<file path="src/hdl/key_debounce_and_beep_sequencer_top_macros.svh">
// Assertion macros shared by the block's modules.
`ifndef KEY_DEBOUNCE_AND_BEEP_SEQUENCER_TOP_MACROS_SVH
`define KEY_DEBOUNCE_AND_BEEP_SEQUENCER_TOP_MACROS_SVH

// The condition must hold at every clock edge outside reset.
`define KDB_ASSERT_ALWAYS(lbl, cond, msg) \
  lbl: assert property (@(posedge clk) disable iff (!rst_n) (cond)) else $error(msg);

// The consequence must hold in the same cycle as the trigger.
`define KDB_ASSERT_NOW(lbl, trig, cons, msg) \
  lbl: assert property (@(posedge clk) disable iff (!rst_n) (trig) |-> (cons)) \
    else $error(msg);

// The consequence must hold in the cycle after the trigger.
`define KDB_ASSERT_NEXT(lbl, trig, cons, msg) \
  lbl: assert property (@(posedge clk) disable iff (!rst_n) (trig) |=> (cons)) \
    else $error(msg);

`endif

</file>
<file path="src/hdl/kdb_pkg.sv">
package kdb_pkg;

  localparam int KDB_NUM_BUTTONS = 4;
  localparam int KDB_STEP_W      = 8;
  localparam int KDB_CFG_IDX_W   = 2;

  localparam logic [1:0] CMD_TICK      = 2'd0;
  localparam logic [1:0] CMD_LOAD_PAT  = 2'd1;
  localparam logic [1:0] CMD_LOAD_RING = 2'd2;

  localparam logic [KDB_CFG_IDX_W-1:0] CFG_RING_STEP_TICKS    = 2'd0;
  localparam logic [KDB_CFG_IDX_W-1:0] CFG_PATTERN_STEP_TICKS = 2'd1;

  localparam logic [KDB_STEP_W-1:0] RING_STEP_TICKS_RESET    = 8'd2;
  localparam logic [KDB_STEP_W-1:0] PATTERN_STEP_TICKS_RESET = 8'd20;

  typedef struct packed {
    logic [1:0]                 cmd;
    logic [KDB_NUM_BUTTONS-1:0] button_pins;
    logic [KDB_STEP_W-1:0]      load_value;
  } in_item_t;

  typedef struct packed {
    logic [KDB_NUM_BUTTONS-1:0] press_events;
    logic                       buzzer_on;
  } out_item_t;

  typedef struct packed {
    logic tick;
    logic load_pat;
    logic load_ring;
  } kdb_ctrl_t;

  typedef struct packed {
    logic [KDB_STEP_W-1:0] ring_step_ticks;
    logic [KDB_STEP_W-1:0] pattern_step_ticks;
  } kdb_cfg_t;

endpackage

</file>
<file path="src/hdl/kdb_debounce.sv">
module kdb_debounce
  import kdb_pkg::*;
(
  input  logic                       clk,
  input  logic                       rst_n,
  input  kdb_ctrl_t                  ctrl,
  input  logic [KDB_NUM_BUTTONS-1:0] pins,
  output logic [KDB_NUM_BUTTONS-1:0] events
);

  logic [KDB_NUM_BUTTONS-1:0] seen_r, seen_nxt;
  logic [KDB_NUM_BUTTONS-1:0] rep_r, rep_nxt;

  always_comb begin
    seen_nxt = seen_r;
    rep_nxt  = rep_r;
    events   = '0;
    if (ctrl.tick) begin
      for (int i = 0; i < KDB_NUM_BUTTONS; i++) begin
        if (!pins[i]) begin
          if (seen_r[i] ^ rep_r[i]) begin
            rep_nxt[i] = 1'b1;
            events[i]  = 1'b1;
          end else begin
            seen_nxt[i] = 1'b1;
          end
        end else begin
          seen_nxt[i] = 1'b0;
          rep_nxt[i]  = 1'b0;
        end
      end
    end
  end

  always_ff @(posedge clk) begin
    if (!rst_n) begin
      seen_r <= '0;
      rep_r  <= '0;
    end else begin
      seen_r <= seen_nxt;
      rep_r  <= rep_nxt;
    end
  end

`include "key_debounce_and_beep_sequencer_top_macros.svh"

  `KDB_ASSERT_ALWAYS(a_rep_implies_seen, (rep_r & ~seen_r) == '0, "reported press without seen low")
  `KDB_ASSERT_NEXT(a_event_marks_reported, events != '0, (rep_r & $past(events)) == $past(events), "press event not recorded")

endmodule

</file>
<file path="src/hdl/kdb_buzzer.sv">
module kdb_buzzer
  import kdb_pkg::*;
(
  input  logic                  clk,
  input  logic                  rst_n,
  input  kdb_ctrl_t             ctrl,
  input  kdb_cfg_t              cfg,
  input  logic [KDB_STEP_W-1:0] load_value,
  output logic                  buzzer_nxt
);

  logic [KDB_STEP_W-1:0] wait_r, wait_nxt;
  logic [KDB_STEP_W-1:0] ring_r, ring_nxt;
  logic [KDB_STEP_W-1:0] pat_r, pat_nxt;
  logic                  buzz_r;

  always_comb begin
    wait_nxt   = wait_r;
    ring_nxt   = ring_r;
    pat_nxt    = pat_r;
    buzzer_nxt = buzz_r;
    if (ctrl.load_pat) begin
      pat_nxt    = load_value;
      buzzer_nxt = 1'b1;
      wait_nxt   = cfg.pattern_step_ticks;
    end else if (ctrl.load_ring) begin
      ring_nxt   = load_value;
      buzzer_nxt = 1'b1;
      wait_nxt   = cfg.ring_step_ticks;
    end else if (ctrl.tick) begin
      if (wait_r != '0) begin
        wait_nxt = wait_r - 1'b1;
      end else if (ring_r != '0) begin
        wait_nxt   = cfg.ring_step_ticks;
        buzzer_nxt = ring_r[0];
        ring_nxt   = ring_r - 1'b1;
      end else if (pat_r != '0) begin
        wait_nxt   = cfg.pattern_step_ticks;
        buzzer_nxt = pat_r[0];
        pat_nxt    = pat_r >> 1;
      end else begin
        buzzer_nxt = 1'b0;
      end
    end
  end

  always_ff @(posedge clk) begin
    if (!rst_n) begin
      wait_r <= '0;
      ring_r <= '0;
      pat_r  <= '0;
      buzz_r <= 1'b0;
    end else begin
      wait_r <= wait_nxt;
      ring_r <= ring_nxt;
      pat_r  <= pat_nxt;
      buzz_r <= buzzer_nxt;
    end
  end

`include "key_debounce_and_beep_sequencer_top_macros.svh"

  `KDB_ASSERT_NEXT(a_wait_counts_down, ctrl.tick && wait_r != '0, wait_r == $past(wait_r) - 1'b1 && buzz_r == $past(buzz_r), "step wait did not count down")

endmodule

</file>
<file path="src/hdl/key_debounce_and_beep_sequencer_top.sv">
// Debounces four active-low buttons and runs a buzzer sequencer, both advanced
// by tick requests; load requests set up a ring burst or a beep pattern. One
// request is taken every clock cycle unless the result side stalls, and each
// gives one result: the request passes an input register, the state update and
// result are formed from it, and the result waits in an output register. A
// stall on the result side backs up through both registers. Configuration
// writes are always taken and must only be made while the block is idle.
module key_debounce_and_beep_sequencer_top
  import kdb_pkg::*;
(
  input  logic                     clk,
  input  logic                     rst_n,
  input  logic                     in_valid,
  output logic                     in_stall,
  input  in_item_t                 in_data,
  output logic                     out_valid,
  input  logic                     out_stall,
  output out_item_t                out_data,
  input  logic                     cfg_valid,
  output logic                     cfg_ready,
  input  logic [KDB_CFG_IDX_W-1:0] cfg_index,
  input  logic [KDB_STEP_W-1:0]    cfg_data
);

  logic      s1_valid_r;
  in_item_t  s1_item_r;
  logic      out_valid_r;
  out_item_t out_item_r;
  logic      advance;
  kdb_ctrl_t ctrl;
  kdb_cfg_t  cfg_r;
  logic [KDB_NUM_BUTTONS-1:0] events;
  logic      buzzer_nxt;

  assign advance   = !out_valid_r || !out_stall;
  assign in_stall  = s1_valid_r && !advance;
  assign cfg_ready = 1'b1;
  assign out_valid = out_valid_r;
  assign out_data  = out_item_r;

  always_comb begin
    ctrl = '0;
    if (s1_valid_r && advance) begin
      case (s1_item_r.cmd)
        CMD_TICK:      ctrl.tick      = 1'b1;
        CMD_LOAD_PAT:  ctrl.load_pat  = 1'b1;
        CMD_LOAD_RING: ctrl.load_ring = 1'b1;
        default:       ctrl = '0;
      endcase
    end
  end

  always_ff @(posedge clk) begin
    if (!rst_n) begin
      cfg_r.ring_step_ticks    <= RING_STEP_TICKS_RESET;
      cfg_r.pattern_step_ticks <= PATTERN_STEP_TICKS_RESET;
    end else if (cfg_valid) begin
      case (cfg_index)
        CFG_RING_STEP_TICKS:    cfg_r.ring_step_ticks    <= cfg_data;
        CFG_PATTERN_STEP_TICKS: cfg_r.pattern_step_ticks <= cfg_data;
        default:                cfg_r <= cfg_r;
      endcase
    end
  end

  always_ff @(posedge clk) begin
    if (!rst_n) begin
      s1_valid_r  <= 1'b0;
      out_valid_r <= 1'b0;
    end else begin
      if (!in_stall) begin
        s1_valid_r <= in_valid;
      end
      if (advance) begin
        out_valid_r <= s1_valid_r;
      end
    end
  end

  always_ff @(posedge clk) begin
    if (in_valid && !in_stall) begin
      s1_item_r <= in_data;
    end
    if (s1_valid_r && advance) begin
      out_item_r.press_events <= events;
      out_item_r.buzzer_on    <= buzzer_nxt;
    end
  end

  kdb_debounce u_debounce (
    .clk    (clk),
    .rst_n  (rst_n),
    .ctrl   (ctrl),
    .pins   (s1_item_r.button_pins),
    .events (events)
  );

  kdb_buzzer u_buzzer (
    .clk        (clk),
    .rst_n      (rst_n),
    .ctrl       (ctrl),
    .cfg        (cfg_r),
    .load_value (s1_item_r.load_value),
    .buzzer_nxt (buzzer_nxt)
  );

`include "key_debounce_and_beep_sequencer_top_macros.svh"

  `KDB_ASSERT_NEXT(a_accept_fills_stage, in_valid && !in_stall, s1_valid_r, "accepted request lost")
  `KDB_ASSERT_NOW(a_load_no_events, s1_valid_r && s1_item_r.cmd != CMD_TICK, events == '0, "events on a non-tick request")

endmodule
</file>
<file path="config.mk">
export PLATFORM = sky130hd
export DESIGN_NAME = key_debounce_and_beep_sequencer_top
export DESIGN_NICKNAME = d
export VERILOG_FILES = /design/src/hdl/kdb_pkg.sv /design/src/hdl/kdb_debounce.sv /design/src/hdl/kdb_buzzer.sv /design/src/hdl/key_debounce_and_beep_sequencer_top.sv
export VERILOG_INCLUDE_DIRS = /design/src /design/src/hdl
export SDC_FILE = /design/constraint.sdc
export NUM_CORES = 1
export LEC_CHECK = 0
export BUFFER_PORTS_ARGS = -buffer_cell sky130_fd_sc_hd__buf_4
export CORE_ASPECT_RATIO = 0.5
export CORE_MARGIN = 8
export CORE_UTILIZATION = 30
export DETAILED_ROUTE_END_ITERATION = 12
export PLACE_DENSITY = 0.46
export SYNTH_ARGS = -nofsm -noshare
export SYNTH_HDL_FRONTEND = slang
export SYNTH_SLANG_ARGS = --single-unit
</file>
<file path="constraint.sdc">
create_clock -name clk -period 3.9 [get_ports clk]
set_input_delay 0.585 -clock clk [delete_from_list [all_inputs] [get_ports clk]]
set_output_delay 0.585 -clock clk [all_outputs]
set_load 0.02 [all_outputs]
</file>
Yosys cells after proc, flatten, opt, wreduce, memory -nomap -nowiden
Index checks and enable logic that the tools add are counted.

$add $sub $neg: 2. Eq/ne operators: 11. Mux-type cells: 46. Bitwise logic cells: 6. Reduce and logical (&&, ||, !) cells: 40.

Operator list (count): $mux 8 (16); $mux 1 (29); $reduce_bool 8->1 (3); $reduce_and 2->1 (11); $reduce_bool 2->1 (8); $sub 8x1->8 const B (2); $ne 2x2->1 const B (7); $reduce_or 2->1 (4); $reduce_and 5->1 (1); $reduce_bool 5->1 (1); $eq 2x1->1 const B (2); $logic_not 1->1 (4); $logic_not 2->1 (2); $reduce_and 4->1 (1); $xor 1x1->1 (4); $logic_and 1x1->1 (3); $mux 3 (1); $reduce_bool 3->1 (1); $eq 2x2->1 const B (1); $ne 2x1->1 const B (1); $not 1->1 (2); $logic_or 1x1->1 (1).

Flip-flop bits (word level): 70. Output and inout bits: 8. Word-level logic and storage cells: 129.

Logic depth before layout (Yosys ltp)
Depth after elaboration: 7. Depth in mapped cells: 9.

Hierarchy
A second synthesis with hierarchy kept.

Cells, all modules: 354. Area total of the unflattened synthesis: 3443.3 µm².

Modules (own cells, without submodules): kdb_buzzer (instances 1, cells each 214, area each 1705.4 µm²); key_debounce_and_beep_sequencer_top (instances 1, cells each 99, area each 1338.8 µm²); kdb_debounce (instances 1, cells each 41, area each 399.1 µm²).

Worst setup path after synthesis
Ideal clock, no wire load.

Kind: in2reg. Start point: input out_stall. End point: register u_buzzer.pat_r[5]. Library setup time: 0.091 ns. Arrival time: 1.877 ns. Required time: 3.809 ns. Slack: 1.932 ns. Stages on the path: 8. Path buffers: 2. Path through: a21bo_2 > inv_2 > and3_1 > clkbuf_1 > a31o_4 > buf_4 > nor2_1 > a311oi_1.

Cells in the longest elaborated chain, start to end: 6. Elaborated cells between the ends (all ways): 11. Classes of those cells: 3 x eq/ne; 2 x mux; 6 x reduce/logical.

Ends and longest elaborated chain: from (decl) (RTL line key_debounce_and_beep_sequencer_top.sv:17) `input logic out_stall,`; $logic_not 1->1 * (RTL line key_debounce_and_beep_sequencer_top.sv:35) `assign advance = !out_valid_r || !out_stall;`; $logic_or 1x1->1 * (RTL line key_debounce_and_beep_sequencer_top.sv:35); $logic_and 1x1->1 * (RTL line key_debounce_and_beep_sequencer_top.sv:43) `if (s1_valid_r && advance) begin`; $mux 3 * (RTL line key_debounce_and_beep_sequencer_top.sv:43); $ne 2x2->1 (no source line), or another cell as far along; $reduce_and 5->1 (no source line); to (signal assigned) (RTL line kdb_buzzer.sv:56) `pat_r <= pat_nxt;`; to (decl) (RTL line kdb_buzzer.sv:14) `logic [KDB_STEP_W-1:0] pat_r, pat_nxt;`.

Every way passes the cells marked *; elsewhere a longest branch is shown, timed or not. A chain may end at the register's enable or synchronous reset.

Worst setup path in the final report
Start point: register u_buzzer.ring_r[0]. End point: register u_buzzer.wait_r[3].

Cells in the longest elaborated chain, start to end: 6. Elaborated cells between the ends (all ways): 8. Classes of those cells: 5 x mux; 3 x reduce/logical.

Ends and longest elaborated chain: from (decl) (RTL line kdb_buzzer.sv:13) `logic [KDB_STEP_W-1:0] ring_r, ring_nxt;`; from (signal assigned) (RTL line kdb_buzzer.sv:55) `ring_r <= ring_nxt;`; $reduce_bool 8->1 * (RTL line kdb_buzzer.sv:33) `end else if (ring_r != '0) begin`; $mux 8 (RTL line kdb_buzzer.sv:33); $mux 8 (RTL line kdb_buzzer.sv:31) `if (wait_r != '0) begin`; $mux 8 (RTL line kdb_buzzer.sv:30) `end else if (ctrl.tick) begin`; $mux 8 (RTL line kdb_buzzer.sv:26) `end else if (ctrl.load_ring) begin`; $mux 8 (RTL line kdb_buzzer.sv:22) `if (ctrl.load_pat) begin`; to (signal assigned) (RTL line kdb_buzzer.sv:54) `wait_r <= wait_nxt;`; to (decl) (RTL line kdb_buzzer.sv:12) `logic [KDB_STEP_W-1:0] wait_r, wait_nxt;`.

Every way passes the cells marked *; elsewhere a longest branch is shown, timed or not. The select of a mux whose other input is x is not followed.

==> impl_metrics.toml <==
[status]
status = "finished, final reports clean"

[route]
route.vias.total = 2664
met2_wirelength_microns = 3740
top_layer_used = "met4"
dr.pass1.iters = 4
drtIter0Drc = 208
wl_per_cell_microns = 15.6
ant_nets = 0
drt-met1-wl_microns = 4020
drt_wl_total_microns = 8300
via_per_inst = 5.02
wl_met3_microns = 436
drcViolationCount = 0

[worst_setup_path]
start_kind = "flop"
cp_slowest_cell = "nand2_1"
r2r_slack_ns = 1.65
cp.required_ns = 4.10
critPathMaxFanout = 14
worstPathCellList = "inv_1 > ha_1 > nor4b_2 > nand2_1 > mux2_2 > o211ai_1 > a31oi_1"
r2r_end = "u_buzzer.wait_r[3]"
max_stage_delay_ns = 0.47
critical_path_class = "flop to flop"
critPathTopFamily = "simple AND/OR/NAND/NOR gates"
path_buf_inv = 1
r2r-start = "u_buzzer.ring_r[0]"
reg2reg_depth = 7
arrival_ns = 2.46
end_kind = "flop"

[cts]
cts_resized = 0
clock-sinks = 70
clock_latency_ns = 0.34
htreeDepth = 3
cts_tree = "done"
clockRootBuffer = "clkbuf_16"
clk_pin_slew_worst_paths_ns = 0.06
postCtsHoldBufs = 0
cts_buffer_depth = 2
cts_buffers = 9
postCtsSetupBuffers = 0

[global_routing]
grt_pass1_vias = 2630
grt_usage_pct = 11.8
grt_pass1_wl_microns = 13600
antenna_found_initial = 0
overflow = 0
grt_max_degree = 28

[synthesis]
async_reset_ff_share_pct = 0
syn_area_sq_um = 3270
syn-num-nets = 384
synth.distinct_cells = 53
syn_inst = 351
ys_seq_area_share_pct = 48.6
synthFlopType = "dfxtp_1"
ys_ff_latch = 70
avgSynthCellArea_sq_um = 9.33
synth_edf_count = 19
yosys_warnings = 0

[sta]
setup_viol = 0
tightest_slew_ns = 0.826
slew_headroom_pct = 44.6
timing.fmax_mhz = 444
finalSetupTns_ns = 0
rsz0062_at_grt = "no"
finalCritPeriodShare_pct = 57.8
finClkSkew_ns = 0.00630
min_period_ns = 2.25
finalHoldViolCount = 0
slew_violations = 0

[min_path]
min_from = "in_data[8]"
hold_path.class = "input pin to flop"
min_delay_path_depth = 1
worstHoldEndpoint = "s1_item_r[8]"

[placement]
place_congestion = 0.758
dpl_cell_area_sq_um = 3650
dp_hpwl_microns = 5950
place.port_buffers = 35

[power_and_ir_drop]
p_leak_nw = 1.50
powerDensity_nw_per_um2 = 473
irDropWorstVdd_v = 0.000202

[floorplan]
die_h_microns = 89.9
start_util_pct = 30.3
io_pins = 37
die_area_sq_um = 14700
die_w_microns = 164
core_sq_um = 10800
std_cell_rows = 27

[layout]
num_antenna_cells = 0
layout_common_cells = "dfxtp_1, nor2_1, nand2_1"
layout_commonest_cell = "dfxtp_1"
fin_area_sq_um = 3940
fin_nets = 414
area_growth_syn_to_layout_pct = 20.4
layout-drive-gt1-share_pct = 17.9

[run]
cap_violations = 0
[final cells by class]
| class | instances | area, sq um |
|---|---|---|
| flip-flops and latches | 70 | 1590 |
| clock buffers | 9 | 225 |
| fillers | 1105 | 6870 |
| inverters | 9 | 33.8 |
| well taps | 145 | 181 |
| multi-input cells | 253 | 1560 |
| clock inverters | 7 | 65.1 |
| repair buffers | 38 | 285 |
[worst reg2reg max path, cell delays in order, from the launching register on]
cell	delay, ns
dfxtp_1	0.33
inv_1	0.12
ha_1	0.15
nor4b_2	0.34
nand2_1	0.47
mux2_2	0.42
o211ai_1	0.16
a31oi_1	0.11
[synthesized netlist by cell type (8+ instances only)]
cell type | number | area (sq um)
edfxtp_1 | 19 | 571
o211ai_1 | 8 | 60.1
o21ai_0 | 18 | 90.1
a21oi_1 | 15 | 75.1
clkbuf_1 | 10 | 37.5
dfxtp_1 | 51 | 1020
a311oi_1 | 8 | 70.1
nor2_1 | 50 | 188
nor3_1 | 8 | 40.0
nand2_1 | 45 | 169
mux2i_1 | 18 | 180
[power breakdown]
part | leakage [nW] | switching (mW) | internal [mW] | total (mW)
registers | 0.602 | 0.0293 | 0.781 | 0.810
logic | 0.759 | 0.146 | 0.109 | 0.255
clock network | 0.141 | 0.310 | 0.490 | 0.800
[per-layer routing]
layer	global-route usage [%]	vias to the layer above
met5	0	-
met1	15.2	1273
met3	3.50	9
li1	-	1325
met2	18.1	57
met4	4.89	0
[logic make-up after synthesis]
family | count (synthesis) | share of synthesized area, %
simple gates | 143 | 21.1
compound gates | 71 | 14.7
flops | 70 | 48.6
buf+inv | 28 | 3.78
mux | 24 | 7.57
xor+xnor | 10 | 2.67
fa+ha+maj | 4 | 1.53
other cells | 1 | 0.115
[how the worst max path moves through the flow]
stage / from / endpoint / slack (ns) / depth (start not counted)
2_1_floorplan: out_stall / u_buzzer.pat_r[5] / 1.93 / 8
3_3_place_gp: out_stall / u_buzzer.pat_r[4] / 1.51 / 7
3_5_place_dp: out_stall / u_buzzer.pat_r[4] / 1.40 / 7
4_1_cts: u_buzzer.wait_r[0] / u_buzzer.ring_r[6] / 1.66 / 7
5_1_grt: u_buzzer.ring_r[0] / u_buzzer.wait_r[4] / 1.40 / 7
6_report: u_buzzer.ring_r[0] / u_buzzer.wait_r[3] / 1.65 / 7
[state kept, by name, indices dropped and copies added, names as in the netlist]
signal             count
cfg_r                 16
out_data               5
out_valid              1
s1_item_r             14
s1_valid_r             1
u_buzzer.buzz_r        1
u_buzzer.pat_r         8
u_buzzer.ring_r        8
u_buzzer.wait_r        8
u_debounce.rep_r       4
u_debounce.seen_r      4
[metrics by stage]
stage | hold slack [ns] | utilization, % | total power [mW] | std cells | setup slack (ns)
2_1_floorplan | 0.441 | - | 1.00 | 351 | 1.93
3_3_place_gp | 0.458 | 33.8 | 1.08 | 515 | 1.51
3_5_place_dp | 0.480 | 33.8 | 1.08 | 515 | 1.40
4_1_cts | 0.412 | 36.5 | 1.89 | 531 | 1.66
5_1_grt | 0.407 | 36.5 | 1.95 | 531 | 1.40
6_report | 0.422 | 36.5 | 1.86 | 531 | 1.65
(Power assumes the default switching activity.)
